### config.mk
export PLATFORM = sky130hd
export DESIGN_NAME = http_header_value_extract_core
export DESIGN_NICKNAME = d
export VERILOG_FILES = /design/src/design/hhve_pkg.sv /design/src/design/hhve_front.sv /design/src/design/hhve_queue.sv /design/src/design/hhve_back.sv /design/src/design/http_header_value_extract_core.sv
export SDC_FILE = /design/constraint.sdc
export NUM_CORES = 1
export LEC_CHECK = 0
export ABC_AREA = 1
export BUFFER_PORTS_ARGS = -buffer_cell sky130_fd_sc_hd__buf_2
export CORE_MARGIN = 4
export CORE_UTILIZATION = 25
export CTS_CLUSTER_SIZE = 28
export DETAILED_ROUTE_END_ITERATION = 10
export PLACE_DENSITY_LB_ADDON = 0.08
export SETUP_SLACK_MARGIN = 0.5
export SYNTH_ARGS = -nofsm -noshare
export SYNTH_HDL_FRONTEND = slang
export SYNTH_SLANG_ARGS = --single-unit
### constraint.sdc
create_clock -name clk -period 5.2 [get_ports clk]
set_input_delay 0.52 -clock clk [delete_from_list [all_inputs] [get_ports clk]]
set_output_delay 0.52 -clock clk [all_outputs]
set_load 0.02 [all_outputs]
### src/design/hhve_pkg.sv
// Shared types, constants and helpers for the HTTP header value extractor.
// Used by hhve_front, hhve_queue, hhve_back and http_header_value_extract_core.
`timescale 1ns / 1ps

package hhve_pkg;

  // Limits
  localparam int MAX_NAME = 8;
  localparam int MAX_LINE = 2048;
  localparam int POS_W    = 12;
  localparam int CNT_W    = 12;
  localparam logic [POS_W-1:0] POS_MAX  = {POS_W{1'b1}};
  localparam logic [CNT_W-1:0] LINE_MAX = CNT_W'(MAX_LINE);
  localparam logic [3:0]       NLEN_MAX = 4'(MAX_NAME);

  // Result queue geometry
  localparam int QDEPTH = 4;
  localparam int QAW    = $clog2(QDEPTH);
  localparam int QCW    = $clog2(QDEPTH + 1);

  // Scan phases
  localparam logic [1:0] PH_SCAN    = 2'd0;
  localparam logic [1:0] PH_CONFIRM = 2'd1;
  localparam logic [1:0] PH_DONE    = 2'd2;

  // Status codes
  localparam logic [1:0] ST_FOUND      = 2'd0;
  localparam logic [1:0] ST_INCOMPLETE = 2'd1;
  localparam logic [1:0] ST_NOT_FOUND  = 2'd2;

  // Result kinds
  localparam logic KIND_VALUE  = 1'b0;
  localparam logic KIND_STATUS = 1'b1;

  // Characters
  localparam logic [7:0] CHR_CR  = 8'h0D;
  localparam logic [7:0] CHR_LF  = 8'h0A;
  localparam logic [7:0] CHR_SP  = 8'h20;
  localparam logic [7:0] CHR_TAB = 8'h09;

  // Register map
  localparam int          CFG_AW       = 4;
  localparam logic        REG_NAME_CHR = 1'b0;
  localparam logic        REG_NAME_LEN = 1'b1;
  localparam logic [63:0] NAME_CHR_RST = 64'd251061825352;
  localparam logic [3:0]  NAME_LEN_RST = 4'd5;

  // One result item
  typedef struct packed {
    logic             kind;
    logic [7:0]       vbyte;
    logic [1:0]       status;
    logic [CNT_W-1:0] vlen;
    logic             sat;
    logic             eor;
  } result_t;

  // Results of one accepted byte (one or two)
  typedef struct packed {
    logic    two;
    result_t r0;
    result_t r1;
  } entry_t;

  // Per-packet scanner state
  typedef struct packed {
    logic [POS_W-1:0] pos;
    logic             nm;
    logic             skip;
    logic             inval;
    logic             cr;
    logic [CNT_W-1:0] vcnt;
    logic             vtrunc;
    logic [1:0]       phase;
  } scan_t;

  // State plus optional value byte after one line byte
  typedef struct packed {
    scan_t      s;
    logic       emit;
    logic [7:0] ch;
  } lb_t;

  // ASCII lower-case fold
  function automatic logic [7:0] fold(logic [7:0] c);
    return (c >= 8'h41 && c <= 8'h5A) ? c + 8'h20 : c;
  endfunction

  // State at the start of a packet
  function automatic scan_t new_packet();
    scan_t s;
    s.pos    = '0;
    s.nm     = 1'b1;
    s.skip   = 1'b0;
    s.inval  = 1'b0;
    s.cr     = 1'b0;
    s.vcnt   = '0;
    s.vtrunc = 1'b0;
    s.phase  = PH_SCAN;
    return s;
  endfunction

endpackage

### src/design/hhve_front.sv
// Front end: holds the scanner state, classifies each accepted byte and
// builds the queue entry of its results. Depends on hhve_pkg.
`timescale 1ns / 1ps

module hhve_front (
  input  logic                clk,
  input  logic                rst_n,
  input  logic                accept,
  input  logic [7:0]          data_byte,
  input  logic                last_byte,
  input  logic [63:0]         name_chars,
  input  logic [3:0]          name_length,
  output logic                wr_en,
  output hhve_pkg::entry_t    wr_entry
);

  hhve_pkg::scan_t st_r, st_nxt;

  // Value byte emission with saturation at the line limit
  function automatic hhve_pkg::lb_t put_value(hhve_pkg::lb_t i);
    hhve_pkg::lb_t o;
    o = i;
    if (i.s.vcnt >= hhve_pkg::LINE_MAX) begin
      o.s.vtrunc = 1'b1;
    end else begin
      o.s.vcnt = i.s.vcnt + 1'b1;
      o.emit   = 1'b1;
    end
    return o;
  endfunction

  // One ordinary line byte
  function automatic hhve_pkg::lb_t line_byte(hhve_pkg::scan_t s, logic [7:0] c,
                                              logic [63:0] nchars, logic [3:0] nlen);
    hhve_pkg::lb_t o;
    logic          blank;
    logic [7:0]    want;
    o.s    = s;
    o.emit = 1'b0;
    o.ch   = c;
    blank  = (c == hhve_pkg::CHR_SP) || (c == hhve_pkg::CHR_TAB);
    want   = nchars[{s.pos[2:0], 3'b000} +: 8];
    if (s.inval) begin
      o = put_value(o);
    end else if (s.skip) begin
      if (!blank) begin
        o.s.skip  = 1'b0;
        o.s.inval = 1'b1;
        o = put_value(o);
      end
    end else if (s.nm) begin
      if (s.pos < {8'd0, nlen}) begin
        if (hhve_pkg::fold(c) != hhve_pkg::fold(want)) o.s.nm = 1'b0;
      end else if (blank) begin
        o.s.skip = 1'b1;
      end else begin
        o.s.inval = 1'b1;
        o = put_value(o);
      end
    end
    if (s.pos < hhve_pkg::POS_MAX) o.s.pos = s.pos + 1'b1;
    return o;
  endfunction

  logic [3:0]       nlen;
  hhve_pkg::scan_t  s;
  hhve_pkg::lb_t    lb_a, lb_b;
  logic             emit_a, emit_b, st_emit;
  logic [1:0]       st_code;
  logic             st_found;
  hhve_pkg::result_t res_st, res_a, res_b;

  assign nlen = (name_length > hhve_pkg::NLEN_MAX) ? hhve_pkg::NLEN_MAX : name_length;

  // Per-byte scan step
  always_comb begin
    s        = st_r;
    lb_a     = '0;
    lb_b     = '0;
    emit_a   = 1'b0;
    emit_b   = 1'b0;
    st_emit  = 1'b0;
    st_code  = hhve_pkg::ST_INCOMPLETE;
    st_found = 1'b0;
    case (st_r.phase)
      hhve_pkg::PH_DONE: begin
        if (last_byte) s = hhve_pkg::new_packet();
      end
      hhve_pkg::PH_CONFIRM: begin
        st_emit  = 1'b1;
        st_code  = hhve_pkg::ST_FOUND;
        st_found = 1'b1;
        if (last_byte) s = hhve_pkg::new_packet();
        else s.phase = hhve_pkg::PH_DONE;
      end
      hhve_pkg::PH_SCAN: begin
        if (last_byte) begin
          st_emit = 1'b1;
          st_code = (st_r.cr && data_byte == hhve_pkg::CHR_LF && st_r.pos == '0) ?
                    hhve_pkg::ST_NOT_FOUND : hhve_pkg::ST_INCOMPLETE;
          s = hhve_pkg::new_packet();
        end else if (st_r.cr && data_byte == hhve_pkg::CHR_LF) begin
          // CR LF closes the line
          s.cr = 1'b0;
          if (st_r.pos == '0) begin
            st_emit = 1'b1;
            st_code = hhve_pkg::ST_NOT_FOUND;
            s.phase = hhve_pkg::PH_DONE;
          end else if (st_r.inval || st_r.skip) begin
            s.phase = hhve_pkg::PH_CONFIRM;
          end else begin
            s.pos   = '0;
            s.nm    = 1'b1;
            s.skip  = 1'b0;
            s.inval = 1'b0;
          end
        end else begin
          // held CR turns into a line byte
          if (st_r.cr) begin
            s.cr   = 1'b0;
            lb_a   = line_byte(s, hhve_pkg::CHR_CR, name_chars, nlen);
            emit_a = lb_a.emit;
            s      = lb_a.s;
          end
          if (data_byte == hhve_pkg::CHR_CR) begin
            s.cr = 1'b1;
          end else begin
            lb_b   = line_byte(s, data_byte, name_chars, nlen);
            emit_b = lb_b.emit;
            s      = lb_b.s;
          end
        end
      end
      default: begin
        s = hhve_pkg::new_packet();
      end
    endcase
  end

  // Result formatting
  always_comb begin
    res_st.kind   = hhve_pkg::KIND_STATUS;
    res_st.vbyte  = '0;
    res_st.status = st_code;
    res_st.vlen   = st_found ? st_r.vcnt : '0;
    res_st.sat    = st_found & st_r.vtrunc;
    res_st.eor    = 1'b1;
    res_a         = '0;
    res_a.kind    = hhve_pkg::KIND_VALUE;
    res_a.vbyte   = lb_a.ch;
    res_b         = '0;
    res_b.kind    = hhve_pkg::KIND_VALUE;
    res_b.vbyte   = lb_b.ch;
  end

  assign wr_en        = accept & (st_emit | emit_a | emit_b);
  assign wr_entry.two = emit_a & emit_b;
  assign wr_entry.r0  = st_emit ? res_st : (emit_a ? res_a : res_b);
  assign wr_entry.r1  = res_b;

  assign st_nxt = accept ? s : st_r;

  always_ff @(posedge clk) begin
    if (!rst_n) begin
      st_r <= hhve_pkg::new_packet();
    end else begin
      st_r <= st_nxt;
    end
  end

  // Checks
  a_vcnt_bound: assert property (@(posedge clk) disable iff (!rst_n)
    st_r.vcnt <= hhve_pkg::LINE_MAX)
    else $error("value count beyond line limit");

endmodule

### src/design/hhve_queue.sv
// Short entry queue between the front end and the output side.
// Depends on hhve_pkg.
`timescale 1ns / 1ps

module hhve_queue (
  input  logic              clk,
  input  logic              rst_n,
  input  logic              wr_en,
  input  hhve_pkg::entry_t  wr_entry,
  input  logic              rd_en,
  output hhve_pkg::entry_t  head,
  output logic              head_valid,
  output logic              full
);

  hhve_pkg::entry_t            q_r [hhve_pkg::QDEPTH];
  logic [hhve_pkg::QAW-1:0]    wptr_r, wptr_nxt, rptr_r, rptr_nxt;
  logic [hhve_pkg::QCW-1:0]    cnt_r, cnt_nxt;
  logic                        do_wr, do_rd;

  assign full       = (cnt_r == hhve_pkg::QCW'(hhve_pkg::QDEPTH));
  assign head_valid = (cnt_r != '0);
  assign head       = q_r[rptr_r];
  assign do_wr      = wr_en & ~full;
  assign do_rd      = rd_en & head_valid;

  // Pointer and fill update
  always_comb begin
    wptr_nxt = do_wr ? wptr_r + 1'b1 : wptr_r;
    rptr_nxt = do_rd ? rptr_r + 1'b1 : rptr_r;
    cnt_nxt  = cnt_r;
    if (do_wr && !do_rd) cnt_nxt = cnt_r + 1'b1;
    else if (!do_wr && do_rd) cnt_nxt = cnt_r - 1'b1;
  end

  always_ff @(posedge clk) begin
    if (!rst_n) begin
      wptr_r <= '0;
      rptr_r <= '0;
      cnt_r  <= '0;
    end else begin
      wptr_r <= wptr_nxt;
      rptr_r <= rptr_nxt;
      cnt_r  <= cnt_nxt;
    end
  end

  // Entry storage
  always_ff @(posedge clk) begin
    if (do_wr) q_r[wptr_r] <= wr_entry;
  end

  // Checks
  a_cnt_bound: assert property (@(posedge clk) disable iff (!rst_n)
    cnt_r <= hhve_pkg::QCW'(hhve_pkg::QDEPTH))
    else $error("queue fill above depth");

  a_no_write_full: assert property (@(posedge clk) disable iff (!rst_n)
    wr_en |-> !full)
    else $error("entry written while queue full");

  a_ptr_gap: assert property (@(posedge clk) disable iff (!rst_n)
    (cnt_r != hhve_pkg::QCW'(hhve_pkg::QDEPTH) && cnt_r != '0) |->
    (wptr_r != rptr_r))
    else $error("pointers disagree with fill count");

endmodule

### src/design/hhve_back.sv
// Output side: walks the head entry's one or two results onto the result
// ports and releases the entry. Depends on hhve_pkg.
`timescale 1ns / 1ps

module hhve_back (
  input  logic                       clk,
  input  logic                       rst_n,
  input  hhve_pkg::entry_t           head,
  input  logic                       head_valid,
  output logic                       rd_en,
  input  logic                       pop,
  output logic                       empty,
  output logic                       out_item_kind,
  output logic [7:0]                 out_value_byte,
  output logic [1:0]                 out_status,
  output logic [hhve_pkg::CNT_W-1:0] out_value_length,
  output logic                       out_length_saturated,
  output logic                       out_end_of_run
);

  logic              sub_r, sub_nxt;
  logic              take;
  hhve_pkg::result_t cur;

  assign empty = ~head_valid;
  assign take  = pop & head_valid;
  assign cur   = sub_r ? head.r1 : head.r0;

  // Second half of a two-result entry, then release
  always_comb begin
    sub_nxt = sub_r;
    rd_en   = 1'b0;
    if (take) begin
      if (head.two && !sub_r) begin
        sub_nxt = 1'b1;
      end else begin
        sub_nxt = 1'b0;
        rd_en   = 1'b1;
      end
    end
  end

  always_ff @(posedge clk) begin
    if (!rst_n) begin
      sub_r <= 1'b0;
    end else begin
      sub_r <= sub_nxt;
    end
  end

  assign out_item_kind        = cur.kind;
  assign out_value_byte       = cur.vbyte;
  assign out_status           = cur.status;
  assign out_value_length     = cur.vlen;
  assign out_length_saturated = cur.sat;
  assign out_end_of_run       = cur.eor;

  // Checks
  a_sub_valid: assert property (@(posedge clk) disable iff (!rst_n)
    sub_r |-> (head_valid && head.two))
    else $error("second result selected without a two-result entry");

endmodule

### src/design/http_header_value_extract_core.sv
// Top level of the HTTP header value extractor: configuration registers,
// front end, result queue and output side. Depends on hhve_pkg and submodules.
`timescale 1ns / 1ps
//
// Usage
//   Input: one packet byte per item on in_data_byte, in_last_byte marks the
//   packet's final byte. An item is taken on a clock edge with push high and
//   full low. Results: while empty is low the oldest result item is on the
//   out_ ports; pop high on an edge takes it. A value item carries one header
//   value byte; a status item (out_end_of_run high) ends the packet's results.
//   Config: APB-style, 64-bit data. Address 0 holds the header name bytes,
//   address 8 the name length. Write only while the block is idle.
// Timing
//   A byte is accepted every cycle while the 4-entry result queue has room.
//   Its results are written into the result queue and are shown on the out_
//   ports from the queue head. A byte that releases a held CR may give two
//   value items; the output side drains one item per cycle while pop is high.
//   When the receiver stalls, results collect in the queue and full rises
//   once all four entries are occupied; nothing is dropped.
// Reset
//   rst_n low clears the scanner to the start of a packet, empties the queue
//   and loads the default name registers.
//

module http_header_value_extract_core (
  input  logic                       clk,
  input  logic                       rst_n,
  // input channel
  input  logic                       push,
  output logic                       full,
  input  logic [7:0]                 in_data_byte,
  input  logic                       in_last_byte,
  // result channel
  input  logic                       pop,
  output logic                       empty,
  output logic                       out_item_kind,
  output logic [7:0]                 out_value_byte,
  output logic [1:0]                 out_status,
  output logic [11:0]                out_value_length,
  output logic                       out_length_saturated,
  output logic                       out_end_of_run,
  // configuration port
  input  logic                       psel,
  input  logic                       penable,
  input  logic                       pwrite,
  input  logic [hhve_pkg::CFG_AW-1:0] paddr,
  input  logic [63:0]                pwdata,
  output logic [63:0]                prdata,
  output logic                       pready
);

  logic [63:0]      name_chars_r;
  logic [3:0]       name_length_r;
  logic             cfg_wr;
  logic             accept;
  logic             wr_en, rd_en;
  logic             head_valid;
  hhve_pkg::entry_t wr_entry, head;

  // Configuration registers
  assign pready = 1'b1;
  assign cfg_wr = psel & penable & pwrite & pready;
  assign prdata = (paddr[3] == hhve_pkg::REG_NAME_LEN) ? {60'd0, name_length_r} : name_chars_r;

  always_ff @(posedge clk) begin
    if (!rst_n) begin
      name_chars_r  <= hhve_pkg::NAME_CHR_RST;
      name_length_r <= hhve_pkg::NAME_LEN_RST;
    end else if (cfg_wr) begin
      if (paddr[3] == hhve_pkg::REG_NAME_CHR) name_chars_r <= pwdata;
      else name_length_r <= pwdata[3:0];
    end
  end

  assign accept = push & ~full;

  hhve_front u_front (
    .clk         (clk),
    .rst_n       (rst_n),
    .accept      (accept),
    .data_byte   (in_data_byte),
    .last_byte   (in_last_byte),
    .name_chars  (name_chars_r),
    .name_length (name_length_r),
    .wr_en       (wr_en),
    .wr_entry    (wr_entry)
  );

  hhve_queue u_queue (
    .clk        (clk),
    .rst_n      (rst_n),
    .wr_en      (wr_en),
    .wr_entry   (wr_entry),
    .rd_en      (rd_en),
    .head       (head),
    .head_valid (head_valid),
    .full       (full)
  );

  hhve_back u_back (
    .clk                  (clk),
    .rst_n                (rst_n),
    .head                 (head),
    .head_valid           (head_valid),
    .rd_en                (rd_en),
    .pop                  (pop),
    .empty                (empty),
    .out_item_kind        (out_item_kind),
    .out_value_byte       (out_value_byte),
    .out_status           (out_status),
    .out_value_length     (out_value_length),
    .out_length_saturated (out_length_saturated),
    .out_end_of_run       (out_end_of_run)
  );

endmodule
Word level (Yosys, flattened, before mapping):

Memories as Yosys holds them, arrays and structs flattened. A register that Yosys moved wholly into a read port is not among the register bits.
Cells that the tools add are included.

* add/subtract/negate cells: 11
* reductions and logical operators: 23
* equality and inequality tests: 15
* shifts and indexed selects: 2
* bitwise logic cells: 14
* muxes and demuxes: 86
* order comparisons: 13

Operators by type and width (count)
* $mux 31: 6
* $mux 28: 6
* $shiftx 64x7->8: 2
* $pmux 31 s3: 1
* $mux 8: 11
* $mux 64: 1
* $mux 12: 5
* $mux 15: 4
* $mux 27: 2
* $mux 26: 2
* $mux 25: 2
* $add 12x1->12 const B: 4
* $mux 29: 1
* $mux 1: 27
* $add 8x6->8 const B: 3
* $eq 8x4->1 const B: 3
* $ge 12x12->1 const B: 2
* $ge 8x7->1 const B: 3
* $le 8x7->1 const B: 3
* $lt 12x12->1 const B: 2
* $lt 12x4->1: 2
* $mux 24: 1
* $mux 2: 10
* $mux 16: 1
* other kinds (33): 60

* memories: 1
* register bits: 107
* RAM bits: 136
* output and inout port bits: 92
* input port bits: 84
* word-level logic and storage cells: 179

Memories
* u_queue.q_r: words 4, width 34, read ports 1, clocked after Yosys merged registers in 1, wr ports 1, RTL line hhve_queue.sv:16 `hhve_pkg::entry_t q_r [hhve_pkg::QDEPTH];`

Depth between registers and ports, before layout:

Gate-level depths: netlist of run 1.

* depth after elaboration: 35
* mapped depth: 30
* depth with buffers taken out: 30

Hierarchy:

Synthesis of run 1 repeated with hierarchy kept, for this count alone.

* cells, all modules: 2057
* area, all modules: 16709.8 µm²

By module, submodules not included
* hhve_queue: cells an instance 562, times used 1, area an instance 8077.7 µm²
* hhve_front: cells an instance 867, times used 1, area an instance 4928.5 µm²
* http_header_value_extract_core: cells an instance 540, times used 1, area an instance 3316.9 µm²
* hhve_back: cells an instance 88, times used 1, area an instance 386.6 µm²

Worst setup path after synthesis of run 1:

Ideal clock, no wire load.

* kind: register to register
* start point: reg u_front.st_r[20] in the netlist's numbering
* end point: mem u_queue.q_r[0][0] in the netlist's numbering (enable)
* path buffers: 0
* library setup time: 423 ps
* arrival time: 4121 ps
* slack: 656 ps
* period minus slack after synthesis: 4544 ps
* stages on the path, launching flop included: 25
* cell sequence: dfxtp_1 ha_1 nand2_1 nor2_4 nand3_4 nand2_8 inv_4 nand2_1 xor2_2 inv_1 ha_1 a21oi_1 nand4_1 nor2_1 nand3_1 nor2_1 nand3_2 nand3_2 nand2_4 nand2_4 inv_2 nand2_2 a21oi_4 inv_4 nor2_1

* cells in the longest elaborated chain, start to end: 26
* elaborated cells on any way between the ends: 49
* classes of those cells: 2 x add/sub; 6 x order compare; 1 x eq/ne; 1 x shift; 33 x mux; 4 x bitwise; 2 x reduce/logical

RTL lines
* start: declaration: RTL line hhve_front.sv:17 `hhve_pkg::scan_t st_r, st_nxt;`
* start signal: assignment: RTL line hhve_front.sv:165 `st_r <= hhve_pkg::new_packet();`
* start signal: assignment: RTL line hhve_front.sv:167 `st_r <= st_nxt;`
* $shiftx 64x7->8: RTL line hhve_front.sv:42 `want = nchars[{s.pos[2:0], 3'b000} +: 8];`
* $ge 8x7->1 or $le 8x7->1 (tied branches): RTL line hhve_pkg.sv:86 `return (c >= 8'h41 && c <= 8'h5A) ? c + 8'h20 : c;`
* $logic_and 1x1->1: RTL line hhve_pkg.sv:86
* $mux 8: RTL line hhve_pkg.sv:86
* $ne 4x8->1: RTL line hhve_front.sv:53 `if (hhve_pkg::fold(c) != hhve_pkg::fold(want)) o.s.nm = 1'b0;`
* $mux 1: RTL line hhve_front.sv:53
* $mux 1: RTL line hhve_front.sv:52 `if (s.pos < {8'd0, nlen}) begin`
* $mux 28: RTL line hhve_front.sv:51 `end else if (s.nm) begin`
* (+11 left out)
* $mux 1: RTL line hhve_front.sv:97 `if (last_byte) begin`
* $mux 1: RTL line hhve_front.sv:85 `case (st_r.phase)`
* $or 1x1->1 *: RTL line hhve_front.sv:156 `assign wr_en = accept & (st_emit | emit_a | emit_b);`
* $and 1x1->1 *: RTL line hhve_front.sv:156
* $and 1x1->1 *: RTL line hhve_queue.sv:24 `assign do_wr = wr_en & ~full;`
* named net u_queue.do_wr: RTL line hhve_queue.sv:19 `logic do_wr, do_rd;`
* $mux 1 *: RTL line hhve_queue.sv:50 `if (do_wr) q_r[wptr_r] <= wr_entry;`
* $mux 1 (implied by the code) *: RTL line hhve_queue.sv:50
* end: declaration: RTL line hhve_queue.sv:16

Mark *: on every way through the listed nets, which the timed path passes. The rest lies on a longest branch. The select of a mux whose other input is x is not followed.

Worst setup path after layout of run 1:

* start point: reg u_front.st_r[20] in the netlist's numbering
* end point: reg u_queue.cnt_r[2] in the netlist's numbering

* cells in the longest elaborated chain, start to end: 27
* elaborated cells on any way between the ends: 52
* classes of those cells: 2 x add/sub; 6 x order compare; 1 x eq/ne; 1 x shift; 32 x mux; 4 x bitwise; 6 x reduce/logical

RTL lines
* $shiftx 64x7->8: RTL line hhve_front.sv:42
* $ge 8x7->1 or $le 8x7->1 (tied branches): RTL line hhve_pkg.sv:86
* $logic_and 1x1->1: RTL line hhve_pkg.sv:86
* $mux 8: RTL line hhve_pkg.sv:86
* $ne 4x8->1: RTL line hhve_front.sv:53
* $mux 1: RTL line hhve_front.sv:53
* $mux 1: RTL line hhve_front.sv:52
* $mux 28: RTL line hhve_front.sv:51
* (+12 left out)
* $mux 1: RTL line hhve_front.sv:85
* $or 1x1->1 *: RTL line hhve_front.sv:156
* $and 1x1->1 *: RTL line hhve_front.sv:156
* $and 1x1->1 *: RTL line hhve_queue.sv:24
* named net u_queue.do_wr: RTL line hhve_queue.sv:19
* $logic_not 1->1: RTL line hhve_queue.sv:33 `else if (!do_wr && do_rd) cnt_nxt = cnt_r - 1'b1;`
* $logic_and 1x1->1: RTL line hhve_queue.sv:33
* $reduce_bool 2->1 (no source line)
* end signal: assignment: RTL line hhve_queue.sv:44 `cnt_r <= cnt_nxt;`
* end: declaration: RTL line hhve_queue.sv:18 `logic [hhve_pkg::QCW-1:0] cnt_r, cnt_nxt;`

Marked as above.
A chain may end at the register's enable or synchronous reset.

==> metrics.md, run 1 <==
| Metric | Value |
|---|---|
| Syn_nets | 1719 |
| Initial antenna violation count | 4 |
| Detailed Routing Iterations Pass 1 | 5 |
| WP data arrival | 4.74 ns |
| Post-synthesis sequential area ratio | 0.484 |
| Vias in the first global route | 11497 |
| Resized cells post-CTS | 0 |
| Routed WL | 42400 µm |
| Die area | 54500 µm² |
| Worst Tran Pin Value | 0.896 ns |
| Max VDD drop | 262 µV |
| Chip Height | 233 µm |
| Worst Slack Setup Final | 0.971 ns |
| Rows | 82 |
| Inst Count DP | 2406 |
| Layout Nets | 1871 |
| Setup crit end kind | flip-flop |
| CTS tree | done |
| Fmax | 236 MHz |
| Mapped Avg Cell Area | 7.86 µm² |
| Via count | 11316 |
| Pwr dens | 374 nW/µm² |
| Critical Path Most Common Cell | nor2_1 |
| Initial core utilization | 0.253 |
| Slowest CP cell | fa_1 |
| Hpwl dp | 29800 µm |
| Crit start category | flip-flop |
| Number of hold buffers added after CTS | 0 |
| Largest net degree at the start of global routing | 69 |
| Synth Instances | 1615 |
| Root buf cell | clkbuf_16 |
| Vias/cell | 4.59 |
| Critical Path RT | 5.71 ns |
| Clock Latency Late Sink | 0.58 ns |
| CTS sink count | 241 |
| GR Util All Layers | 0.154 |
| Core area | 50200 µm² |
| Worst Path Max Fanout | 6 |
| Synth Cell Area | 12700 µm² |
| CTS clock-pin slew for the worst setup and hold paths | 0.06 ns |
| Post-Layout Cell Count | 2465 |
| Hold Path Class | primary input to flip-flop |
| H-tree levels | 1 |
| Pleak | 6.24 nW |
| Setup Buffers After CTS | 0 |
| Final min period | 4.23 ns |
| Clock Path Buffers | 3 |
| Setup CP Type | flip-flop to flip-flop |
| Warnings, synthesis | 0 |
| CP peak stage delay | 0.43 ns |
| Dpl ws | 0.838 ns |
| Rel. slew slack | 0.403 |
| Slew Limit Fails | 0 |
| Final period util | 0.813 |
| Top FF cell, synth | edfxtp_1 |
| Port buffer count | 171 |
| Unrepaired setup endpoints after global routing | false |
| Max-cap violation count | 0 |
| Final ANT Viol Nets | 0 |
| Setup TNS Final | 0 ns |
| Delay-heaviest family, CP | simple AND/OR/NAND/NOR gates |
| TritonCTS Buffers | 31 |
| EDFF count, synth | 132 |
| Synth cell types | 53 |
| DRT iter0 DRCs | 666 |
| DR WL/cell | 17.2 µm |
| Area growth from synthesis to layout | 20.7% |
| Die W | 233 µm |
| Setup violators final | 0 |
| Io pins | 176 |
| Worst Skew | 0.0191 ns |
| Share of cells above drive strength 1 | 0.171 |
| Global-route wire length before repair | 66000 µm |
| Register bit count reported by yosys | 241 |
| GP Congestion | 0.821 |
| Count of final hold-check violations | 0 |
| Congestion Overflow GR | 0 |
| Buf+Inv Stages, Crit Path | 4 |
| Ys async rst share | 0 |
| # DRC | 0 |
| Status | completed |
report_power, final:
part           switching, mW  internal [mW]
registers             0.0675           2.13
clock network          0.856           1.33
logic                  0.944          0.402
total                   1.87           3.87
logic make-up after synthesis:
family                     after synthesis  share of synthesized area
and+or+nand+nor                        705                      0.243
DFF                                    241                      0.484
buffers and inverters                  256                     0.0820
adders and majority gates               20                     0.0203
AOI/OAI and AO/OA                      372                      0.156
other                                    1                   0.000295
xor gates and xnor gates                20                     0.0144
cell usage in the layout (no fill, tap or decap), drive strengths merged:
| cell type | n |
|---|---|
| nor2 | 292 |
| a32oi | 1 |
| inv | 179 |
| o221ai | 3 |
| or2 | 1 |
| diode | 2 |
| xnor2 | 5 |
| o211ai | 6 |
| o21bai | 2 |
| clkinvlp | 1 |
| o22ai | 11 |
| a21o | 1 |
| conb | 1 |
| nand2 | 244 |
| o21ai | 184 |
| dfxtp | 109 |
| nand4 | 23 |
| o311ai | 1 |
| a21oi | 147 |
| a31oi | 13 |
| nor3 | 21 |
| a221o | 1 |
| ha | 19 |
| nor4 | 3 |
| fa | 1 |
| clkbuf | 42 |
| o21a | 1 |
| nand3 | 120 |
| clkinv | 10 |
| bufinv | 3 |
| xor2 | 15 |
| or4 | 1 |
| a211oi | 1 |
| buf | 197 |
| edfxtp | 132 |
layer usage:
metal	routed length [µm]	global-route usage	vias to the layer above
met3	1730	0.0224	65
met1	18900	0.195	5305
met2	20800	0.275	231
met4	1010	0.0421	2
met5	13	0	-
li1	-	-	5713
layout make-up:
class	instances	area, µm²
Timing Repair Buffer	197	1090
Clock buffer	42	886
Multi-Input combinational cell	1118	5530
Fill cell	5411	34800
Antenna cell	2	5.00
Sequential cell	241	6150
Tap cell	672	841
Clock inverter	15	158
Inverter	178	673
cells in the mapped netlist (all sizes together) (5+ instances only):
cell | count | share of area
nand4 | 23 | 0.012
xor2 | 15 | 0.011
o211ai | 6 | 0.0039
buf | 18 | 0.011
clkbuf | 60 | 0.018
edfxtp | 132 | 0.31
dfxtp | 109 | 0.17
ha | 19 | 0.019
nand2 | 244 | 0.079
nor2 | 292 | 0.089
xnor2 | 5 | 0.0034
a31oi | 13 | 0.0064
a21oi | 147 | 0.059
inv | 177 | 0.053
nand3 | 120 | 0.052
nor3 | 21 | 0.0087
o22ai | 11 | 0.0054
o21ai | 184 | 0.073
through the flow:
step                      area, µm²  hold slack [ns]   util  total power [mW]
after global routing          15300            0.151  0.305              6.09
after floorplan               12700            0.436      -              3.14
after CTS                     15300            0.119  0.305              5.86
after global placement        14300            0.454  0.285              3.63
final                         15300            0.154  0.306              5.74
after detailed placement      14300            0.456  0.285              3.63
worst paths after layout:
check        cells past startpoint                          start                             to  slack (ns)
max                             30  u_front.st_r[20]$_SDFFE_PN0P_  u_queue.cnt_r[2]$_SDFFE_PN0P_        0.97
min                              3                     pwdata[21]  name_chars_r[21]$_SDFFE_PN1P_        0.15
max reg2reg                     30  u_front.st_r[20]$_SDFFE_PN0P_  u_queue.cnt_r[2]$_SDFFE_PN0P_        0.97
min reg2reg                      2   u_front.st_r[5]$_SDFFE_PN0P_   u_front.st_r[5]$_SDFFE_PN0P_        0.47
flip-flops by register name (all words and copies together), names as in the netlist, named ones only:
name and flops:
u_back.sub_r 1, name_length_r 4, u_queue.wptr_r 2, u_front.st_r 31
u_queue.q_r 132, u_queue.rptr_r 2, name_chars_r 64, u_queue.cnt_r 3
worst min-delay path, delay by kind of cell:
family                 cells  cell delay [ns]
buffers and inverters      1             0.08
AOI/OAI and AO/OA          2             0.11
Power figures use the tool's default switching activity.
==> run 2: changes to the inputs <==
==> constraint.sdc (replaced) <==
create_clock -name clk -period 3.9 [get_ports clk]
set_input_delay 0.39 -clock clk [delete_from_list [all_inputs] [get_ports clk]]
set_output_delay 0.39 -clock clk [all_outputs]
set_load 0.02 [all_outputs]
==> run 2 against run 1 <==
Register-to-register slack got worse by 0.61 ns; global-route usage increased by 0.099 points; via count rose by 2.1%; flip-flop and latch count is the same; wire length grew 3.9%; power is 34% higher; design area rose by 5.9%; clock power is 30% higher; critical path depth down 2; largest power group unchanged.
==> metrics.md, run 2 (same netlist as run 1, synthesis figures left out) <==
| Metric | Value |
|---|---|
| Most common cell after layout, fill and taps aside | nor2_1 |
| CTS sink count | 241 |
| Global-route wire length before repair | 66600 µm |
| Top reg by flops | u_queue.q_r |
| Critical Path RT | 4.18 ns |
| Final non-filler cell area | 16200 µm² |
| Share of cells above drive strength 1 | 0.213 |
| Hold Path Class | primary input to flip-flop |
| Chip Height | 233 µm |
| Clock Path Buffers | 3 |
| GP Congestion | 0.795 |
| Pwr dens | 475 nW/µm² |
| Largest net degree at the start of global routing | 65 |
| Setup violators final | 0 |
| Unrepaired setup endpoints after global routing | true |
| Congestion Overflow GR | 0 |
| Area growth from synthesis to layout | 27.8% |
| Routed WL | 44100 µm |
| Final period util | 0.907 |
| Die area | 54500 µm² |
| Io pins | 176 |
| Rows | 82 |
| CP peak stage delay | 0.37 ns |
| WP data arrival | 3.82 ns |
| Crit start category | flip-flop |
| Post-DP Area | 14500 µm² |
| Worst Tran Pin Value | 1.10 ns |
| Critical Path Most Common Cell | nand2_4 |
| Fmax | 283 MHz |
| Via count | 11557 |
| Root buf cell | clkbuf_16 |
| Max VDD drop | 300 µV |
| Core area | 50200 µm² |
| DRT iter0 DRCs | 588 |
| # DRC | 0 |
| Final ANT Viol Nets | 0 |
| Setup TNS Final | 0 ns |
| Port buffer count | 171 |
| Pleak | 6.63 nW |
| Hpwl dp | 29600 µm |
| Top flop regs | u_queue.q_r (132), name_chars_r (64), u_front.st_r (31) |
| Setup CP Type | flip-flop to flip-flop |
| Max-cap violation count | 0 |
| DR WL/cell | 17.5 µm |
| Dpl ws | 0.151 ns |
| Ant. Diodes | 0 |
| Largest register FFs | 132 |
| Worst Skew | 0.0263 ns |
| CTS tree | done |
| Total power | 7.71 mW |
| Worst Slack Setup Final | 0.361 ns |
| Rel. slew slack | 0.264 |
| Clock Latency Late Sink | 0.58 ns |
| H-tree levels | 1 |
| Vias/cell | 4.58 |
| CTS clock-pin slew for the worst setup and hold paths | 0.06 ns |
| Detailed Routing Iterations Pass 1 | 5 |
| Count of final hold-check violations | 0 |
| Slowest CP cell | dfxtp_4 |
| Post-Layout Cell Count | 2523 |
| Slew Limit Fails | 0 |
| Initial antenna violation count | 2 |
| Die W | 233 µm |
| Most frequent cells in the layout | nor2_1 (274), nand2_1 (223), o21ai_0 (173), buf_2 (171), inv_1 (164) |
| WHS | 0.0391 ns |
| Worst Path Max Fanout | 8 |
| Inst Count DP | 2431 |
| Layout Nets | 1932 |
| TritonCTS Buffers | 29 |
| Status | completed |
| Post-Route Utilization | 0.324 |
| Initial core utilization | 0.253 |
| Vias in the first global route | 11639 |
| Layout fillers | 5369 |
| GR Util All Layers | 0.155 |
| Final min period | 3.54 ns |
| Setup crit end kind | flip-flop |
-- run 2: cell count changes in the layout (fill, tap and decap cells not counted), moves of 6 or more --
cell       previous run  this run
clkbuf_16            32        38
nor2_1              280       274
buf_4                23        60
buf_6                 0         8
nand2_1             229       223
nor2_4                4        10
-- run 2: critical path, delay by kind of cell (launching register included) --
kind | cells | cell delay, ns
AO/OA/AOI/OAI | 2 | 0.18
XOR/XNOR | 1 | 0.16
adder cells (fa/ha/maj) | 2 | 0.42
flip-flops | 1 | 0.37
AND/OR/NAND/NOR | 15 | 1.31
buffers and inverters | 8 | 0.77
-- run 2: power by group --
group | total [mW] | switching (mW) | internal, mW
clock | 2.84 | 1.13 | 1.71
sequential | 2.94 | 0.0929 | 2.84
combinational | 1.94 | 1.31 | 0.629
-- run 2: per-layer routing --
| metal | up-vias | routed length, µm | GRT usage |
|---|---|---|---|
| met2 | 218 | 21500 | 0.275 |
| li1 | 5834 | - | - |
| met5 | - | 11 | 0 |
| met1 | 5443 | 19900 | 0.199 |
| met3 | 60 | 1650 | 0.0244 |
| met4 | 2 | 1060 | 0.0375 |
-- run 2: final cells by class --
class / instances / area (µm²) / area share
Sequential cell: 241 / 6160 / 0.379
Inverter: 178 / 691 / 0.0425
Multi-Input combinational cell: 1118 / 5750 / 0.354
Clock inverter: 10 / 146 / 0.00902
Timing Repair Buffer: 260 / 1800 / 0.111
Tap cell: 672 / 841 / 0.0518
Clock buffer: 44 / 853 / 0.0526
-- run 2: repair_timing --
action / in CTS / in global routing
buffers inserted: 9 / 15
resized for setup: 20 / 44
pin swaps: 18 / 25
endpoints found under the hold margin: 5 / 0
hold buffers: 5 / 0
endpoints found under the setup margin: 143 / 146
cloned: 0 / 9
-- run 2: final timing paths --
path | from | to | slack, ns | depth (start not counted)
worst max-delay path | u_front.st_r[19]$_SDFFE_PN0P_ | u_queue.q_r[0][29]$_DFFE_PP_ | 0.36 | 28
worst min-delay path | pwdata[8] | name_chars_r[8]$_SDFFE_PN1P_ | 0.04 | 3
worst max register to register | u_front.st_r[19]$_SDFFE_PN0P_ | u_queue.q_r[0][29]$_DFFE_PP_ | 0.36 | 28
worst min register to register | u_front.st_r[17]$_SDFFE_PN0P_ | u_front.st_r[17]$_SDFFE_PN0P_ | 0.48 | 2
==> run 3: changes to the inputs <==
==> constraint.sdc (replaced) <==
create_clock -name clk -period 2.9 [get_ports clk]
set_input_delay 0.29 -clock clk [delete_from_list [all_inputs] [get_ports clk]]
set_output_delay 0.29 -clock clk [all_outputs]
set_load 0.02 [all_outputs]
==> run 3 against run 2 <==
Global-route usage is 1.6 points higher; critical path depth is 1 lower; clock power is 42% higher; combinational power is 58% higher; non-clock buffer count is 207 higher; power is 43% higher; cell count is 8.6% higher; design area is 16% higher; maximum frequency is 1.9% higher; wire length is 7.3% higher; core utilization is 5.1 points higher; largest cell class is now multi-input combinational cells; setup slack worse by 0.93 ns; the flow now finishes with violations (setup timing).
==> metrics.md, run 3 (same netlist as run 1, synthesis figures left out) <==
| Metric | Value |
|---|---|
| Status | finished with violations |
| Failing checks | setup timing |
| Post-DP Area | 15900 µm² |
| Rows | 82 |
| Total power | 11.0 mW |
| CTS clock-pin slew for the worst setup and hold paths | 0.06 ns |
| Final non-filler cell area | 18800 µm² |
| Port buffer count | 171 |
| Global-route wire length before repair | 72900 µm |
| Congestion Overflow GR | 0 |
| Count of final hold-check violations | 0 |
| Area growth from synthesis to layout | 47.9% |
| Worst Path Max Fanout | 2 |
| Initial antenna violation count | 0 |
| Top flop regs | u_queue.q_r (132), name_chars_r (64), u_front.st_r (31) |
| Rel. slew slack | 0.514 |
| Vias in the first global route | 12917 |
| GR Util All Layers | 0.172 |
| P_sw | 3.57 mW |
| Final min period | 3.47 ns |
| Critical Path RT | 3.32 ns |
| Io pins | 176 |
| Largest net degree at the start of global routing | 55 |
| Hold Path Class | primary input to flip-flop |
| DRT iter0 DRCs | 665 |
| Initial core utilization | 0.253 |
| Post-Layout Cell Count | 2740 |
| Clock Latency Late Sink | 0.53 ns |
| HP Start | pwdata[42] |
| Worst Tran Pin Value | 0.729 ns |
| Part of the power in registers | 0.355 |
| CTS sink count | 241 |
| Share of cells above drive strength 1 | 0.332 |
| Crit start category | flip-flop |
| WP data arrival | 3.89 ns |
| Worst Skew | 0.0144 ns |
| DR WL/cell | 17.3 µm |
| Final period util | 1.20 |
| Setup violators final | 156 |
| CP peak stage delay | 0.43 ns |
| Layout Nets | 2145 |
| Critical path startpoint | u_front.st_r[20]$_SDFFE_PN0P_ |
| Unrepaired setup endpoints after global routing | true |
| Top reg by flops | u_queue.q_r |
| Internal | 7.46 mW |
| R2R Setup Slk | -0.57 ns |
| Delay-heaviest family, CP | simple AND/OR/NAND/NOR gates |
| Max-cap violation count | 0 |
| Via count | 12553 |
| GP Congestion | 0.830 |
| Chip Height | 233 µm |
| Critical Path Most Common Cell | nand2_4 |
| Clock network power share | 0.366 |
| Worst Slack Setup Final | -0.572 ns |
| Inst Count DP | 2585 |
| Pwr dens | 587 nW/µm² |
| Slew Limit Fails | 0 |
| CTS tree | done |
| Buf+Inv Stages, Crit Path | 4 |
| H-tree levels | 2 |
| Core area | 50200 µm² |
| Most frequent cells in the layout | nor2_1 (259), buf_4 (215), nand2_1 (199), buf_2 (171), inv_1 (161) |
| Setup crit end kind | flip-flop |
| Routed WL | 47300 µm |
| Switch share | 0.324 |
| Worst reg2reg startpoint | u_front.st_r[20]$_SDFFE_PN0P_ |
| Layout fillers | 5228 |
| Hpwl dp | 33500 µm |
| Max VDD drop | 362 µV |
| Fmax | 288 MHz |
| Die area | 54500 µm² |
| TritonCTS Buffers | 34 |
| Pleak | 7.95 nW |
| Clock Path Buffers | 3 |
| Root buf cell | clkbuf_16 |
| Die W | 233 µm |
| Setup CP Type | flip-flop to flip-flop |
| Slowest CP cell | fa_2 |
| Most common cell after layout, fill and taps aside | nor2_1 |
| WHS | 0.0473 ns |
| Detailed Routing Iterations Pass 1 | 5 |
| Final ANT Viol Nets | 0 |
| Vias/cell | 4.58 |
| Post-Route Utilization | 0.374 |
| Comb power frac | 0.279 |
| # DRC | 0 |
| Largest register FFs | 132 |
[run 3: changes by cell type in the layout (fill, tap and decap cells not counted), sizes merged, moves of 4 or more]
cell	before	now
clkbuf	52	46
buf	247	444
dlygate4sd3	5	19
clkinv	5	11
bufbuf	0	4
[run 3: cell type report]
cell class / instances / area (µm²) / share of cell area
inverter: 178 / 684 / 0.0364
clock buffer: 46 / 947 / 0.0504
sequential: 241 / 6150 / 0.328
clock inverter: 16 / 153 / 0.00813
antenna: 1 / 2.50 / 0.000133
multi-input combinational: 1119 / 6320 / 0.336
timing repair buffer: 467 / 3680 / 0.196
tap: 672 / 841 / 0.0448
[run 3: worst min-delay path, cell delays in order]
cell,delay (ns)
buf_2,0.07
o21ai_0,0.07
a21oi_1,0.10
[run 3: final timing paths]
check                                  endpoint  cells after the start
setup / recovery  u_queue.cnt_r[1]$_SDFFE_PN0P_                     27
hold / removal    name_chars_r[42]$_SDFFE_PN0P_                      3
setup reg to reg  u_queue.cnt_r[1]$_SDFFE_PN0P_                     27
hold reg to reg   u_front.st_r[13]$_SDFFE_PN0P_                      2
[run 3: power by group through the flow]
| stage | Sequential, mW | Combinational, mW | Clock, mW |
|---|---|---|---|
| after floorplan | 3.96 | 1.71 | 0 |
| after global placement | 3.98 | 2.76 | 0 |
| after detailed placement | 3.98 | 2.76 | 0 |
| after CTS | 3.92 | 3.05 | 4.18 |
| after global routing | 3.94 | 3.39 | 4.31 |
| final | 3.92 | 3.07 | 4.04 |
[run 3: stage by stage]
| stage | TNS, ns | worst slack (ns) |
|---|---|---|
| 2_1_floorplan | -91.02 | -0.676 |
| 3_3_place_gp | -63.32 | -0.605 |
| 3_5_place_dp | -68.52 | -0.624 |
| 4_1_cts | -50.67 | -0.477 |
| 5_1_grt | -104.62 | -0.831 |
| 6_report | -68.51 | -0.572 |
[run 3: repair_timing]
item / in CTS / in global routing
pin swaps: 59 / 80
endpoints found under the setup margin: 225 / 222
cloned: 9 / 0
resized for setup: 143 / 98
endpoints found under the hold margin: 19 / 0
hold buffers: 19 / 0
buffers inserted: 49 / 15
[run 3: routing by layer]
layer | vias up | global-route usage | share of wire
met2 | 267 | 0.305 | 0.50
met3 | 76 | 0.0228 | 0.040
li1 | 6278 | - | -
met5 | - | 0 | 0
met4 | 0 | 0.0561 | 0.027
met1 | 5932 | 0.215 | 0.43
